File: src/rtl/abrt_pkg.sv
// ----------------------------------------------------------------------------
// Audio buffer release tracker package
// Field widths, command codes, result type and shared constants.
// ----------------------------------------------------------------------------
`timescale 1ns / 1ps

package abrt_pkg;

	localparam int unsigned TAG_W       = 64;
	localparam int unsigned LEN_W       = 20;
	localparam int unsigned POS_W       = 48;
	localparam int unsigned MAXPOP_W    = 5;
	localparam int unsigned DEPTH_DEF   = 16;

	localparam logic [MAXPOP_W-1:0] MAX_RESULTS = 5'd16;
	localparam logic [POS_W-1:0]    POS_MAX     = 48'hFFFF_FFFF_FFFF;

	// floor(x / 12) == (x * DIV12_MUL) >> DIV12_SHIFT for every x below 2^21.
	localparam int unsigned        DIV12_SHIFT = 24;
	localparam int unsigned        DIV12_MUL_W = 21;
	localparam logic [DIV12_MUL_W-1:0] DIV12_MUL = 21'd1398102;

	typedef enum logic [1:0] {
		CMD_APPEND   = 2'd0,
		CMD_CHECK    = 2'd1,
		CMD_GET      = 2'd2,
		CMD_CONTAINS = 2'd3
	} cmd_t;

	typedef struct packed {
		logic [TAG_W-1:0] out_tag;
		logic             tag_valid;
		logic             found;
		logic             any_released;
		logic             overflow;
		logic             last;
	} result_t;

endpackage

File: src/rtl/abrt_req_if.sv
// ----------------------------------------------------------------------------
// Command channel
// Carries one command beat per valid/ready handshake.
// ----------------------------------------------------------------------------
`timescale 1ns / 1ps

interface abrt_req_if;
	logic                            valid;
	logic                            ready;
	logic [1:0]                      cmd;
	logic [abrt_pkg::TAG_W-1:0]      buffer_tag;
	logic [abrt_pkg::LEN_W-1:0]      sample_length;
	logic [abrt_pkg::POS_W-1:0]      play_position;
	logic [abrt_pkg::MAXPOP_W-1:0]   max_pop;

	modport source (
		output valid, cmd, buffer_tag, sample_length, play_position, max_pop,
		input  ready
	);
	modport sink (
		input  valid, cmd, buffer_tag, sample_length, play_position, max_pop,
		output ready
	);
endinterface

File: src/rtl/abrt_rsp_if.sv
// ----------------------------------------------------------------------------
// Result channel
// Carries one result beat per valid/ready handshake.
// ----------------------------------------------------------------------------
`timescale 1ns / 1ps

interface abrt_rsp_if;
	logic                       valid;
	logic                       ready;
	logic [abrt_pkg::TAG_W-1:0] out_tag;
	logic                       tag_valid;
	logic                       found;
	logic                       any_released;
	logic                       overflow;
	logic                       last;

	modport source (
		output valid, out_tag, tag_valid, found, any_released, overflow, last,
		input  ready
	);
	modport sink (
		input  valid, out_tag, tag_valid, found, any_released, overflow, last,
		output ready
	);
endinterface

File: src/rtl/abrt_cfg_if.sv
// ----------------------------------------------------------------------------
// Configuration write channel
// Carries the surround mode register value on each write beat.
// ----------------------------------------------------------------------------
`timescale 1ns / 1ps

interface abrt_cfg_if;
	logic valid;
	logic ready;
	logic surround_mode;

	modport source (output valid, surround_mode, input ready);
	modport sink (input valid, surround_mode, output ready);
endinterface

File: src/rtl/abrt_mem.sv
// ----------------------------------------------------------------------------
// Descriptor store
// Tag and end position memories with one write port and one shared,
// registered read port.
// ----------------------------------------------------------------------------
`timescale 1ns / 1ps

module abrt_mem #(
	parameter int unsigned QUEUE_DEPTH = abrt_pkg::DEPTH_DEF
) (
	input  logic                                clk,
	input  logic                                wr_en,
	input  logic [$clog2(QUEUE_DEPTH)-1:0]      wr_addr,
	input  logic [abrt_pkg::TAG_W-1:0]          wr_tag,
	input  logic [abrt_pkg::POS_W-1:0]          wr_end,
	input  logic                                rd_en,
	input  logic [$clog2(QUEUE_DEPTH)-1:0]      rd_addr,
	output logic [abrt_pkg::TAG_W-1:0]          rd_tag,
	output logic [abrt_pkg::POS_W-1:0]          rd_end
);

	logic [abrt_pkg::TAG_W-1:0] tag_mem [QUEUE_DEPTH];
	logic [abrt_pkg::POS_W-1:0] end_mem [QUEUE_DEPTH];

	always_ff @(posedge clk) begin
		if (wr_en) begin
			tag_mem[wr_addr] <= wr_tag;
			end_mem[wr_addr] <= wr_end;
		end
	end

	// Read data holds between reads so a stalled consumer sees it unchanged.
	always_ff @(posedge clk) begin
		if (rd_en) begin
			rd_tag <= tag_mem[rd_addr];
			rd_end <= end_mem[rd_addr];
		end
	end

endmodule

File: src/rtl/abrt_outreg.sv
// ----------------------------------------------------------------------------
// Result output register
// Holds one result beat and decouples the sequencer from the receiver.
// ----------------------------------------------------------------------------
`timescale 1ns / 1ps

module abrt_outreg (
	input  logic               clk,
	input  logic               arst_n,
	input  logic               load,
	input  abrt_pkg::result_t  res_in,
	output logic               free,
	abrt_rsp_if.source         rsp
);

	logic              valid_q;
	abrt_pkg::result_t res_q;

	assign free = !valid_q || rsp.ready;

	always_ff @(posedge clk or negedge arst_n) begin
		if (!arst_n) begin
			valid_q <= 1'b0;
			res_q   <= '0;
		end else if (load) begin
			valid_q <= 1'b1;
			res_q   <= res_in;
		end else if (rsp.ready) begin
			valid_q <= 1'b0;
		end
	end

	assign rsp.valid        = valid_q;
	assign rsp.out_tag      = res_q.out_tag;
	assign rsp.tag_valid    = res_q.tag_valid;
	assign rsp.found        = res_q.found;
	assign rsp.any_released = res_q.any_released;
	assign rsp.overflow     = res_q.overflow;
	assign rsp.last         = res_q.last;

endmodule

File: src/rtl/abrt_ctrl.sv
// ----------------------------------------------------------------------------
// Queue sequencer
// Decodes commands, keeps the ring pointers and released marks, and walks
// the descriptor store through its registered read port.
// ----------------------------------------------------------------------------
`timescale 1ns / 1ps

module abrt_ctrl #(
	parameter int unsigned QUEUE_DEPTH = abrt_pkg::DEPTH_DEF
) (
	input  logic                                clk,
	input  logic                                arst_n,
	abrt_req_if.sink                            req,
	input  logic                                surround,
	output logic                                wr_en,
	output logic [$clog2(QUEUE_DEPTH)-1:0]      wr_addr,
	output logic [abrt_pkg::TAG_W-1:0]          wr_tag,
	output logic [abrt_pkg::POS_W-1:0]          wr_end,
	output logic                                rd_en,
	output logic [$clog2(QUEUE_DEPTH)-1:0]      rd_addr,
	input  logic [abrt_pkg::TAG_W-1:0]          rd_tag,
	input  logic [abrt_pkg::POS_W-1:0]          rd_end,
	input  logic                                out_free,
	output logic                                out_load,
	output abrt_pkg::result_t                   out_res
);

	localparam int unsigned IDX_W = $clog2(QUEUE_DEPTH);
	localparam int unsigned CNT_W = $clog2(QUEUE_DEPTH + 1);
	localparam int unsigned SUM_W = CNT_W + 1;
	localparam int unsigned PROD_W = abrt_pkg::LEN_W + abrt_pkg::DIV12_MUL_W;
	localparam int unsigned QUOT_W = PROD_W - abrt_pkg::DIV12_SHIFT;
	localparam logic [IDX_W-1:0] LAST_IDX = IDX_W'(QUEUE_DEPTH - 1);
	localparam logic [CNT_W-1:0] FULL_CNT = CNT_W'(QUEUE_DEPTH);

	typedef enum logic [2:0] {
		S_IDLE,
		S_APP_WR,
		S_CHK,
		S_GET,
		S_GET_DATA,
		S_CON,
		S_EMIT
	} state_t;

	function automatic logic [IDX_W-1:0] idx_next(input logic [IDX_W-1:0] i);
		return (i == LAST_IDX) ? '0 : i + IDX_W'(1);
	endfunction

	function automatic logic [IDX_W-1:0] idx_prev(input logic [IDX_W-1:0] i);
		return (i == '0) ? LAST_IDX : i - IDX_W'(1);
	endfunction

	// Single final beat of a command without a popped tag.
	function automatic abrt_pkg::result_t done_res(input logic fnd, input logic rel,
			input logic ovf);
		abrt_pkg::result_t r;
		r              = '0;
		r.found        = fnd;
		r.any_released = rel;
		r.overflow     = ovf;
		r.last         = 1'b1;
		return r;
	endfunction

	state_t                        state_q;
	logic [IDX_W-1:0]              oldest_q;
	logic [IDX_W-1:0]              newest_q;
	logic [CNT_W-1:0]              count_q;
	logic [QUEUE_DEPTH-1:0]        rel_q;
	logic [abrt_pkg::TAG_W-1:0]    tag_q;
	logic [abrt_pkg::LEN_W-1:0]    len_q;
	logic [abrt_pkg::POS_W-1:0]    pos_q;
	logic [abrt_pkg::MAXPOP_W-1:0] pop_left_q;
	logic                          popped_q;
	logic [IDX_W-1:0]              cur_q;
	logic [CNT_W-1:0]              issue_cnt_q;
	logic                          flag_q;
	abrt_pkg::result_t             res_q;
	logic                          v_s1;
	logic [IDX_W-1:0]              slot_s1;
	logic                          pop_last_s1;

	logic [PROD_W-1:0]             len_prod;
	logic [QUOT_W-1:0]             len_quot;
	logic [abrt_pkg::LEN_W-1:0]    len_scaled;
	logic [abrt_pkg::MAXPOP_W-1:0] pop_limit;
	logic [SUM_W-1:0]              slot_sum;
	logic [SUM_W-1:0]              slot_wrap;
	logic [IDX_W-1:0]              app_slot;
	logic [abrt_pkg::POS_W:0]      end_sum;
	logic [abrt_pkg::POS_W-1:0]    end_calc;
	logic                          chk_issue;
	logic                          con_hit;
	logic                          con_issue;
	logic                          can_pop;
	logic                          walk_rd;

	// Surround tracks store floor(len / 12) * 4 samples.
	assign len_prod   = PROD_W'(req.sample_length) * PROD_W'(abrt_pkg::DIV12_MUL);
	assign len_quot   = len_prod[PROD_W-1:abrt_pkg::DIV12_SHIFT];
	assign len_scaled = surround ? abrt_pkg::LEN_W'({len_quot, 2'b00}) : req.sample_length;
	assign pop_limit  = (req.max_pop > abrt_pkg::MAX_RESULTS) ? abrt_pkg::MAX_RESULTS
		: req.max_pop;

	assign slot_sum  = SUM_W'(oldest_q) + SUM_W'(count_q);
	assign slot_wrap = (slot_sum >= SUM_W'(QUEUE_DEPTH)) ? slot_sum - SUM_W'(QUEUE_DEPTH)
		: slot_sum;
	assign app_slot  = slot_wrap[IDX_W-1:0];

	assign end_sum  = {1'b0, rd_end} + (abrt_pkg::POS_W + 1)'(len_q);
	assign end_calc = (count_q == '0) ? abrt_pkg::POS_W'(len_q)
		: (end_sum[abrt_pkg::POS_W] ? abrt_pkg::POS_MAX : end_sum[abrt_pkg::POS_W-1:0]);

	assign chk_issue = (state_q == S_CHK) && (issue_cnt_q != count_q);
	assign con_hit   = (state_q == S_CON) && v_s1 && (rd_tag == tag_q);
	// The contains walk stops at a released entry, once a match is seen, or after every queued entry.
	assign con_issue = (state_q == S_CON) && (issue_cnt_q != count_q) && !flag_q
		&& !con_hit && !rel_q[cur_q];
	assign can_pop   = (state_q == S_GET) && (pop_left_q != '0) && (count_q != '0)
		&& rel_q[oldest_q];
	assign walk_rd   = chk_issue || con_issue;

	assign req.ready = (state_q == S_IDLE);

	always_comb begin
		rd_en   = 1'b0;
		rd_addr = newest_q;
		wr_en   = 1'b0;
		wr_addr = app_slot;
		wr_tag  = tag_q;
		wr_end  = end_calc;
		case (state_q)
			S_IDLE: begin
				// Prefetch the newest end position for a following append.
				rd_en = 1'b1;
			end
			S_APP_WR: begin
				wr_en = 1'b1;
			end
			S_CHK, S_CON: begin
				rd_en   = walk_rd;
				rd_addr = cur_q;
			end
			S_GET: begin
				rd_en   = can_pop;
				rd_addr = oldest_q;
			end
			default: begin
				rd_en = 1'b0;
			end
		endcase
	end

	always_comb begin
		out_res  = res_q;
		out_load = 1'b0;
		case (state_q)
			S_EMIT: begin
				out_load = out_free;
			end
			S_GET_DATA: begin
				out_res           = '0;
				out_res.out_tag   = rd_tag;
				out_res.tag_valid = 1'b1;
				out_res.last      = pop_last_s1;
				out_load          = out_free;
			end
			default: begin
				out_load = 1'b0;
			end
		endcase
	end

	always_ff @(posedge clk or negedge arst_n) begin
		if (!arst_n) begin
			state_q     <= S_IDLE;
			oldest_q    <= '0;
			newest_q    <= '0;
			count_q     <= '0;
			rel_q       <= '0;
			tag_q       <= '0;
			len_q       <= '0;
			pos_q       <= '0;
			pop_left_q  <= '0;
			popped_q    <= 1'b0;
			cur_q       <= '0;
			issue_cnt_q <= '0;
			flag_q      <= 1'b0;
			res_q       <= '0;
			v_s1        <= 1'b0;
			slot_s1     <= '0;
			pop_last_s1 <= 1'b0;
		end else begin
			v_s1    <= walk_rd;
			slot_s1 <= cur_q;
			case (state_q)
				S_IDLE: begin
					if (req.valid) begin
						tag_q       <= req.buffer_tag;
						len_q       <= len_scaled;
						pos_q       <= req.play_position;
						issue_cnt_q <= '0;
						flag_q      <= 1'b0;
						case (abrt_pkg::cmd_t'(req.cmd))
							abrt_pkg::CMD_APPEND: begin
								if (count_q == FULL_CNT) begin
									res_q   <= done_res(1'b0, 1'b0, 1'b1);
									state_q <= S_EMIT;
								end else begin
									state_q <= S_APP_WR;
								end
							end
							abrt_pkg::CMD_CHECK: begin
								cur_q   <= oldest_q;
								state_q <= S_CHK;
							end
							abrt_pkg::CMD_GET: begin
								pop_left_q <= pop_limit;
								popped_q   <= 1'b0;
								state_q    <= S_GET;
							end
							abrt_pkg::CMD_CONTAINS: begin
								cur_q   <= newest_q;
								state_q <= S_CON;
							end
							default: begin
								state_q <= S_IDLE;
							end
						endcase
					end
				end
				S_APP_WR: begin
					rel_q[app_slot] <= 1'b0;
					newest_q        <= app_slot;
					count_q         <= count_q + CNT_W'(1);
					res_q           <= done_res(1'b0, 1'b0, 1'b0);
					state_q         <= S_EMIT;
				end
				S_CHK: begin
					if (chk_issue) begin
						cur_q       <= idx_next(cur_q);
						issue_cnt_q <= issue_cnt_q + CNT_W'(1);
					end
					if (v_s1 && !rel_q[slot_s1] && (rd_end <= pos_q)) begin
						rel_q[slot_s1] <= 1'b1;
						flag_q         <= 1'b1;
					end
					if (!chk_issue && !v_s1) begin
						res_q   <= done_res(1'b0, flag_q, 1'b0);
						state_q <= S_EMIT;
					end
				end
				S_GET: begin
					if (can_pop) begin
						// The next pop is known now, so the final tag carries last.
						pop_last_s1      <= (pop_left_q == abrt_pkg::MAXPOP_W'(1))
							|| (count_q == CNT_W'(1)) || !rel_q[idx_next(oldest_q)];
						rel_q[oldest_q]  <= 1'b0;
						oldest_q         <= idx_next(oldest_q);
						count_q          <= count_q - CNT_W'(1);
						pop_left_q       <= pop_left_q - abrt_pkg::MAXPOP_W'(1);
						popped_q         <= 1'b1;
						state_q          <= S_GET_DATA;
					end else if (popped_q) begin
						state_q <= S_IDLE;
					end else begin
						res_q   <= done_res(1'b0, 1'b0, 1'b0);
						state_q <= S_EMIT;
					end
				end
				S_GET_DATA: begin
					if (out_free) begin
						state_q <= pop_last_s1 ? S_IDLE : S_GET;
					end
				end
				S_CON: begin
					if (con_issue) begin
						cur_q       <= idx_prev(cur_q);
						issue_cnt_q <= issue_cnt_q + CNT_W'(1);
					end
					if (con_hit) begin
						flag_q <= 1'b1;
					end
					if (!con_issue && !v_s1) begin
						res_q   <= done_res(flag_q, 1'b0, 1'b0);
						state_q <= S_EMIT;
					end
				end
				S_EMIT: begin
					if (out_free) begin
						state_q <= S_IDLE;
					end
				end
				default: begin
					state_q <= S_IDLE;
				end
			endcase
		end
	end

endmodule

File: src/rtl/audio_buffer_release_tracker_unit.sv
// ----------------------------------------------------------------------------
// Audio buffer release tracker
// Ring queue of submitted audio buffer descriptors with release tracking.
//
// Commands arrive on the req channel, one beat per command. Append, check
// and contains answer with exactly one rsp beat marked last; get answers with
// one beat per popped tag, the final one marked last, or a single empty beat
// when nothing is released at the oldest end or max_pop is zero. The cfg
// channel writes the surround mode bit and is always ready; write it only
// while idle. One command is in flight at a time, and throughput is set by
// walks over the single read port of the descriptor store: check and
// contains read one entry per cycle, and get waits for the result register
// to free before it pops each further tag.
// A result register sits on rsp: the next command is taken while the last
// result still waits, and a stalled receiver only holds back the next result.
// Reset empties the queue, clears all released marks and the surround bit.
// ----------------------------------------------------------------------------
`timescale 1ns / 1ps

module audio_buffer_release_tracker_unit #(
	parameter int unsigned QUEUE_DEPTH = abrt_pkg::DEPTH_DEF
) (
	input  logic        clk,
	input  logic        arst_n,
	abrt_req_if.sink    req,
	abrt_rsp_if.source  rsp,
	abrt_cfg_if.sink    cfg
);

	localparam int unsigned IDX_W = $clog2(QUEUE_DEPTH);

	logic                       surround_q;
	logic                       wr_en;
	logic [IDX_W-1:0]           wr_addr;
	logic [abrt_pkg::TAG_W-1:0] wr_tag;
	logic [abrt_pkg::POS_W-1:0] wr_end;
	logic                       rd_en;
	logic [IDX_W-1:0]           rd_addr;
	logic [abrt_pkg::TAG_W-1:0] rd_tag;
	logic [abrt_pkg::POS_W-1:0] rd_end;
	logic                       out_free;
	logic                       out_load;
	abrt_pkg::result_t          out_res;

	assign cfg.ready = 1'b1;

	always_ff @(posedge clk or negedge arst_n) begin
		if (!arst_n) begin
			surround_q <= 1'b0;
		end else if (cfg.valid) begin
			surround_q <= cfg.surround_mode;
		end
	end

	abrt_ctrl #(
		.QUEUE_DEPTH (QUEUE_DEPTH)
	) u_ctrl (
		.clk      (clk),
		.arst_n   (arst_n),
		.req      (req),
		.surround (surround_q),
		.wr_en    (wr_en),
		.wr_addr  (wr_addr),
		.wr_tag   (wr_tag),
		.wr_end   (wr_end),
		.rd_en    (rd_en),
		.rd_addr  (rd_addr),
		.rd_tag   (rd_tag),
		.rd_end   (rd_end),
		.out_free (out_free),
		.out_load (out_load),
		.out_res  (out_res)
	);

	abrt_mem #(
		.QUEUE_DEPTH (QUEUE_DEPTH)
	) u_mem (
		.clk     (clk),
		.wr_en   (wr_en),
		.wr_addr (wr_addr),
		.wr_tag  (wr_tag),
		.wr_end  (wr_end),
		.rd_en   (rd_en),
		.rd_addr (rd_addr),
		.rd_tag  (rd_tag),
		.rd_end  (rd_end)
	);

	abrt_outreg u_outreg (
		.clk    (clk),
		.arst_n (arst_n),
		.load   (out_load),
		.res_in (out_res),
		.free   (out_free),
		.rsp    (rsp)
	);

endmodule

File: src/flat_wrapper.sv
// flat-port wrapper written by rule: the top's interface ports become plain ports
module audio_buffer_release_tracker_unit_flat 
#(
	parameter int unsigned QUEUE_DEPTH = abrt_pkg::DEPTH_DEF
)
  (clk, arst_n, req_valid, req_cmd, req_buffer_tag, req_sample_length, req_play_position, req_max_pop, req_ready, rsp_valid, rsp_out_tag, rsp_tag_valid, rsp_found, rsp_any_released, rsp_overflow, rsp_last, rsp_ready, cfg_valid, cfg_surround_mode, cfg_ready);
  abrt_req_if req_i ();
  abrt_rsp_if rsp_i ();
  abrt_cfg_if cfg_i ();
  input  logic clk;
  input  logic arst_n;
  input wire logic [$bits(req_i.valid)-1:0] req_valid;
  input wire logic [$bits(req_i.cmd)-1:0] req_cmd;
  input wire logic [$bits(req_i.buffer_tag)-1:0] req_buffer_tag;
  input wire logic [$bits(req_i.sample_length)-1:0] req_sample_length;
  input wire logic [$bits(req_i.play_position)-1:0] req_play_position;
  input wire logic [$bits(req_i.max_pop)-1:0] req_max_pop;
  output wire logic [$bits(req_i.ready)-1:0] req_ready;
  output wire logic [$bits(rsp_i.valid)-1:0] rsp_valid;
  output wire logic [$bits(rsp_i.out_tag)-1:0] rsp_out_tag;
  output wire logic [$bits(rsp_i.tag_valid)-1:0] rsp_tag_valid;
  output wire logic [$bits(rsp_i.found)-1:0] rsp_found;
  output wire logic [$bits(rsp_i.any_released)-1:0] rsp_any_released;
  output wire logic [$bits(rsp_i.overflow)-1:0] rsp_overflow;
  output wire logic [$bits(rsp_i.last)-1:0] rsp_last;
  input wire logic [$bits(rsp_i.ready)-1:0] rsp_ready;
  input wire logic [$bits(cfg_i.valid)-1:0] cfg_valid;
  input wire logic [$bits(cfg_i.surround_mode)-1:0] cfg_surround_mode;
  output wire logic [$bits(cfg_i.ready)-1:0] cfg_ready;
  assign req_i.valid = req_valid;
  assign req_i.cmd = req_cmd;
  assign req_i.buffer_tag = req_buffer_tag;
  assign req_i.sample_length = req_sample_length;
  assign req_i.play_position = req_play_position;
  assign req_i.max_pop = req_max_pop;
  assign req_ready = req_i.ready;
  assign rsp_valid = rsp_i.valid;
  assign rsp_out_tag = rsp_i.out_tag;
  assign rsp_tag_valid = rsp_i.tag_valid;
  assign rsp_found = rsp_i.found;
  assign rsp_any_released = rsp_i.any_released;
  assign rsp_overflow = rsp_i.overflow;
  assign rsp_last = rsp_i.last;
  assign rsp_i.ready = rsp_ready;
  assign cfg_i.valid = cfg_valid;
  assign cfg_i.surround_mode = cfg_surround_mode;
  assign cfg_ready = cfg_i.ready;
  audio_buffer_release_tracker_unit #(.QUEUE_DEPTH(QUEUE_DEPTH)) u_core (.clk(clk), .arst_n(arst_n), .req(req_i), .rsp(rsp_i), .cfg(cfg_i));
endmodule
File: config.mk
export PLATFORM = sky130hd
export DESIGN_NAME = audio_buffer_release_tracker_unit_flat
export DESIGN_NICKNAME = d
export VERILOG_FILES = /design/src/rtl/abrt_pkg.sv /design/src/rtl/abrt_req_if.sv /design/src/rtl/abrt_rsp_if.sv /design/src/rtl/abrt_cfg_if.sv /design/src/rtl/abrt_mem.sv /design/src/rtl/abrt_outreg.sv /design/src/rtl/abrt_ctrl.sv /design/src/rtl/audio_buffer_release_tracker_unit.sv /design/src/flat_wrapper.sv
export SDC_FILE = /design/constraint.sdc
export NUM_CORES = 2
export LEC_CHECK = 0
export BUFFER_PORTS_ARGS = -buffer_cell sky130_fd_sc_hd__buf_2
export CAP_MARGIN = 10
export CORE_UTILIZATION = 25
export DETAILED_ROUTE_END_ITERATION = 10
export GPL_ROUTABILITY_DRIVEN = 0
export PLACE_DENSITY_LB_ADDON = 0.15
export SLEW_MARGIN = 20
export SYNTH_ARGS = -nofsm -noshare
export SYNTH_HDL_FRONTEND = slang
export SYNTH_HIERARCHICAL = 1
export SYNTH_SLANG_ARGS = --single-unit
File: constraint.sdc
create_clock -name clk -period 11.56 [get_ports clk]
set_clock_uncertainty 0.15 [all_clocks]
set_input_delay 0.578 -clock clk [delete_from_list [all_inputs] [get_ports clk]]
set_output_delay 0.578 -clock clk [all_outputs]
set_load 0.03 [all_outputs]
# Word level (Yosys, flattened, before mapping)
# Memories as Yosys holds them, arrays and structs flattened. A register that Yosys moved wholly into a read port is not among the register bits.
# Index checks and enable logic that the tools add are counted.
# totals
register_bits	326
ramBits	1792
memories	2
# mem_list
memory	words	word_bits	rd	rd_ports_with_merged_regs	wr	line_no	source
u_core.u_mem.tag_mem	16	64	1	1	1	abrt_mem.sv:22	logic [abrt_pkg::TAG_W-1:0] tag_mem [QUEUE_DEPTH];
u_core.u_mem.end_mem	16	48	1	1	1	abrt_mem.sv:23	logic [abrt_pkg::POS_W-1:0] end_mem [QUEUE_DEPTH];
# classes
addsub	10
mul	1
magnitude_cmp	11
eq_ne	32
muxes	76
bitwise	5
n_reduce_logical	54
# ops
op	n
two-way mux 69 bit	8
one-hot mux 69 bit (5 select lines)	1
two-way mux 48 bit	2
== test 64 bit	1
adder 48 x 20 -> 49 bit	1
less-or-equal comparator 48 bit	1
one-hot mux 16 bit (3 select lines)	1
multiplier 20 x 20 -> 40 bit, second input constant	1
two-way mux 5 bit	8
bitwise AND 16 bit	2
two-way mux 16 bit	2
NOT 16 bit	2
two-way mux 4 bit	7
less-than comparator 4 x 5 -> 1 bit, second input constant	5
two-way mux 3 bit	8
one-hot mux 3 bit (7 select lines)	1
two-way mux 20 bit	1
one-hot mux 5 bit (2 select lines)	2
two-way mux 1 bit	19
logical AND 1 bit	17
binary-select mux 1 bit (select 4 bit)	4
inequality test 2 x 1 -> 1 bit, second input constant	8
OR 16 bit	1
one-hot mux 4 bit (2 select lines)	2
41 further kinds	84

# Logic depth before layout (Yosys ltp)
# depth
depth_word	10
ltp_mapped	23
depth_no_buf	23

# Cells and area by module
# Netlist, hierarchy kept.
# by_module_without_submodules
module	n_inst	cells_per_inst	area_per_inst_um2
abrt_mem	1	2864	70252.4
abrt_ctrl	1	2296	20149.3
abrt_outreg	1	149	2951.6
audio_buffer_release_tracker_unit	1	4	51.3

# Worst setup path before layout
# Ideal clock, no wire load.
# synth_path
path_kind	reg2reg
startpoint	register u_core.u_ctrl.oldest_q[1]
endpoint	memory u_core/u_mem/end_mem[0][0] (netlist name), enable pin
setup_time_ps	720
arrival_time_ps	9606
required_time_ps	10690
slack_ps	1084
stages_incl_launch_ff	8
path_buffers	1
period_less_slack_ps	10476
cell_sequence	dfrtp_1 > clkbuf_1 > inv_1 > fa_1 > xor2_1 > inv_1 > or3b_2 > nor3_1
# synth_between
elab_chain_cells	3
# synth_rtl
element	line_no	source
start, declared	abrt_ctrl.sv:67	logic [IDX_W-1:0] oldest_q;
start signal, assigned	abrt_ctrl.sv:260	oldest_q <= idx_next(oldest_q);
adder 4 x 5 -> 6 bit *	abrt_ctrl.sv:106	assign slot_sum = SUM_W'(oldest_q) + SUM_W'(count_q);
greater-or-equal comparator 6 x 5 -> 1 bit or subtractor 4 x 1 -> 4 bit (tied branches)	abrt_ctrl.sv:107	assign slot_wrap = (slot_sum >= SUM_W'(QUEUE_DEPTH)) ? slot_sum - SUM_W'(QUEUE_DEPTH)
two-way mux 4 bit *	abrt_ctrl.sv:107	
named net u_core.wr_addr[2]	audio_buffer_release_tracker_unit.sv:34	logic [IDX_W-1:0] wr_addr;
end, declared	abrt_mem.sv:23	
# The timed path passes the listed nets; every way through them passes the cells marked *.

# Worst setup path in the final report
# layout_path
startpoint	input req_sample_length[1]
endpoint	register u_core/u_ctrl/len_q[13] (netlist name)
# layout_between
elab_chain_cells	2
# layout_rtl
element	line_no	source
start, declared	flat_wrapper.sv:15	input wire logic [$bits(req_i.sample_length)-1:0] req_sample_length;
multiplier 20 x 20 -> 40 bit	abrt_ctrl.sv:100	assign len_prod = PROD_W'(req.sample_length) * PROD_W'(abrt_pkg::DIV12_MUL);
two-way mux 20 bit	abrt_ctrl.sv:102	assign len_scaled = surround ? abrt_pkg::LEN_W'({len_quot, 2'b00}) : req.sample_length;
end signal, assigned	abrt_ctrl.sv:201	len_q <= len_scaled;
end, declared	abrt_ctrl.sv:72	logic [abrt_pkg::LEN_W-1:0] len_q;
# Every way passes these cells.
# A chain may end at the register's enable or synchronous reset.

==> out/qor.tcl <==
set qor(timing.max_cap.violations) 0
set qor(outcome) {complete, no violations}
set qor(start_util) 0.251
set qor(grt_setup_unrepaired) {no}
set qor(finalSetupViolations) 0
set qor(worst_setup_hold_path_clk_slew_ns) 0.06
set qor(number_of_antenna_violations_at_the_first_check_in_global_routing) 16
set qor(flow.area_growth_from_synthesis_pct) 17.5
set qor(seqPwrFrac) 0.356
set qor(setup.worst_path.start_class) {input port}
set qor(netlist_instances) 5313
set qor(cts_tree) {done}
set qor(port_buf_inserts) 215
set qor(chipHeight_um) 613
set qor(clock_path_buffers) 4
set qor(worst-endpoint-required_ns) 12.17
set qor(crit_path_max_fanout) 8
set qor(power_report.internal_total_mw) 21.4
set qor(power.density_cell_area_nw_per_um2) 317
set qor(dominant_cells_by_area_after_synthesis) {edfxtp_1, mux4_2, dfrtp_1, ha_1, fa_1}
set qor(ant_nets) 0
set qor(insertion_delay_of_the_later_clocked_pin_in_the_worst_skew_pair_ns) 0.91
set qor(fillcell_total) 36800
set qor(global_route.overflow_total) 0
set qor(multiInputGateArea_um2) 27600
set qor(final-instance-count-excl-fill) 10900
set qor(synth.lib_cells_used.distinct) 80
set qor(drc) 0
set qor(ys_seq_area_frac) 0.682
set qor(drt-initial-drc-count) 3823
set qor(grt.total_usage) 0.157
set qor(die_w_um) 613
set qor(layout_common_cells) {edfxtp_1, mux4_2, nand2_1}
set qor(arrival_ns) 7.43
set qor(p_clk_frac) 0.217
set qor(achievable-frequency_mhz) 147
set qor(total_switching_power_mw) 13.5
set qor(wl_per_cell_um) 27.1
set qor(cts_buffers) 237
set qor(vias) 50100
set qor(register_area_um2) 63700
set qor(drt_pre_antenna_iters) 5
set qor(power.combinational.fraction) 0.427
set qor(layout_worst_path_cycle_share) 0.590
set qor(post_synth_instance_area_um2) 93400
set qor(final_net_count) 6323
set qor(syn_avg_cell_area_um2) 17.6
set qor(clkSinkCount) 2165
set qor(global_route_wire_length_before_repair_um) 419000
set qor(min-delay-start) {req_buffer_tag[49]}
set qor(layout_commonest_cell) {edfxtp_1}
set qor(finalWorstPathRequiredPeriod_ns) 6.83
set qor(placement_row_count) 224
set qor(drt_wl_total_um) 297000
set qor(setup.worst_path.start) {req_sample_length[1]}
set qor(share_of_yosys_cell_area_claimed_by_the_top_area_cell_type) 0.612
set qor(fin_tns_setup_ns) 0
set qor(total_leakage_power_nw) 38.7
set qor(dieArea_um2) 376000
set qor(ys.flop_type) {edfxtp_1}
set qor(synth_warnings) 6
set qor(final_hold_viol_count) 0
set qor(p_sw_frac) 0.386
set qor(top_level_ports) 217
set qor(timing.critical_path.to_type) {register}
set qor(dp_hpwl_um) 168000
set qor(timing.slew.headroom) 0.260
set qor(post_cts_resized) 0
set qor(synth_enable_flop_cells) 1904
set qor(worst_slew_pin_slew_ns) 1.11
set qor(htreeDepth) 4
set qor(grt_start_max_net_pins) 122
set qor(worstHoldPathType) {in2reg}
set qor(synth_fp_nets) 5869
set qor(slew_violations) 0
set qor(post_drt_via_cell_ratio) 4.58
set qor(register_bit_total_from_synthesis) 2165
set qor(peakVddDrop_mv) 0.401
set qor(synth_top_area_cell) {edfxtp_1}
set qor(fp.coreArea_um2) 372000
set qor(cts-root-buf) {clkbuf_16}
set qor(timing_worst_setup_path_type) {in2reg}
set qor(async_flop_share) 0.121
set qor(critical_path.reg2reg.startpoint) {u_core/u_ctrl/wr_tag[55]}
set qor(number_of_global_route_vias_before_repair) 53400
set qor(layout-drive-gt1-share) 0.213
set qor(placed_cells_incl_taps) 10400
## stage by stage
step            util  total power, mW  hold WS [ns]  instance area, um2  worst slack (ns)
2_1_floorplan      -             22.2         0.132               93400              1.08
3_3_place_gp   0.271             27.6         0.312              101000              4.54
3_5_place_dp   0.271             27.7         0.314              101000              4.49
4_1_cts        0.295             35.4      0.000900              110000              4.81
5_1_grt        0.295             37.0       0.00638              110000              4.44
6_report       0.295             34.8        0.0233              110000              4.73
## final timing paths
| check | end | slack, ns | cells past startpoint |
|---|---|---|---|
| max in group asynchronous | u_core/u_ctrl/pos_q[11] | 9.34 | 4 |
| setup reg to reg | u_core/u_mem/rd_tag[21] | 5.14 | 9 |
| setup / recovery | u_core/u_ctrl/len_q[13] | 4.73 | 21 |
| min in group asynchronous | u_core/u_outreg/rsp.out_tag[58] | 0.08 | 2 |
| hold / removal | u_core/u_ctrl/wr_tag[49] | 0.02 | 3 |
| hold reg to reg | u_core/u_ctrl/res_q[0] | 0.32 | 1 |
## area by class of cell
type | instances | area share
timing repair buffer | 449 | 0.0309
clock buffer | 312 | 0.0590
multi-input combinational | 2590 | 0.251
antenna | 6 | 0.000137
inverter | 324 | 0.0111
sequential | 2165 | 0.580
clock inverter | 122 | 0.0107
tap | 4972 | 0.0567
## critical path, cell delays in order
cell	delay, ns
dlygate4sd3_1	0.53
buf_2	0.20
ha_1	0.36
xor2_1	0.64
ha_1	0.39
fa_1	0.52
fa_1	0.54
fa_1	0.58
inv_1	0.07
fa_1	0.50
inv_1	0.05
ha_1	0.31
a21oi_1	0.20
o21ai_0	0.11
a21oi_1	0.32
nand3_1	0.13
a22o_1	0.31
o41ai_1	0.51
o21ba_2	0.21
xor2_1	0.06
a311oi_1	0.28
## cell usage after synthesis, types with 5 or more instances
library cell	count
a21oi_1	102
a22oi_1	233
dfrtp_1	261
and2_1	73
a311oi_1	6
nor3_1	43
o21a_1	8
a41oi_1	5
buf_12	7
nand3b_1	10
buf_2	16
nor2_1	126
o22ai_1	14
a21o_1	44
or3_1	7
mux2i_1	16
xnor2_1	58
edfxtp_1	1904
buf_6	5
nor2b_1	24
and3_1	14
mux2_4	71
inv_1	324
o21bai_1	9
nor4_1	17
nand2_1	446
a31oi_1	43
nand2b_1	11
buf_4	43
ha_1	274
xor2_1	59
fa_1	137
a211oi_1	9
o21ai_0	115
mux4_2	463
nand4_1	33
buf_1	46
clkbuf_1	116
o22a_1	8
o211ai_1	6
nand3_1	29
mux2_2	8
## per-layer routing
metal	track usage	up-vias	part of all wire
met4	0.0305	0	0.017
met3	0.0180	325	0.036
met2	0.272	1041	0.50
li1	-	21600	-
met1	0.211	27100	0.44
met5	0	-	0
## kinds of logic (layout without fill, tap and decap cells)
group | Yosys count | count (layout) | share of synthesized area
flip-flops | 2165 | 2165 | 0.682
AND/OR/NAND/NOR | 855 | 855 | 0.0417
AO/OA/AOI/OAI | 645 | 645 | 0.0465
multiplexers | 561 | 561 | 0.127
buffers and inverters | 558 | 1207 | 0.0260
adder cells (fa/ha/maj) | 411 | 411 | 0.0661
XOR/XNOR | 117 | 117 | 0.0110
other | 1 | 7 | 0.0000401
## power by group through the flow
stage	Sequential [mW]	Clock (mW)	Combinational [mW]
floorplan	12.2	0	10.0
global placement	12.6	0	15.0
detailed placement	12.6	0	15.1
CTS	12.5	7.79	15.2
global route	12.6	8.06	16.4
finish	12.4	7.56	14.9
## registers in the layout, summed over array words and instances, names as in the netlist, 3 cells and up
name / cells
u_core/u_mem/tag_mem: 1024
u_core/u_ctrl/state_q: 3
u_core/u_ctrl/slot_s1: 4
u_core/u_ctrl/len_q: 20
u_core/u_ctrl/count_q: 5
u_core/u_ctrl/pop_left_q: 5
u_core/u_ctrl/rel_q: 16
u_core/u_ctrl/newest_q: 4
u_core/u_mem/end_mem: 768
u_core/u_ctrl/wr_tag: 64
u_core/u_mem/rd_tag: 64
u_core/u_ctrl/oldest_q: 4
u_core/u_outreg/rsp.out_tag: 64
u_core/u_ctrl/issue_cnt_q: 5
u_core/u_ctrl/res_q: 4
u_core/u_ctrl/pos_q: 48
u_core/u_ctrl/cur_q: 4
u_core/u_mem/rd_end: 48
## what timing repair did
item / in CTS / in global routing
buffers inserted: 0 / 0
endpoints found under the setup margin: 0 / 0
hold endpoints to repair: 179 / 0
hold buffers: 125 / 0
(Power assumes the default switching activity.)
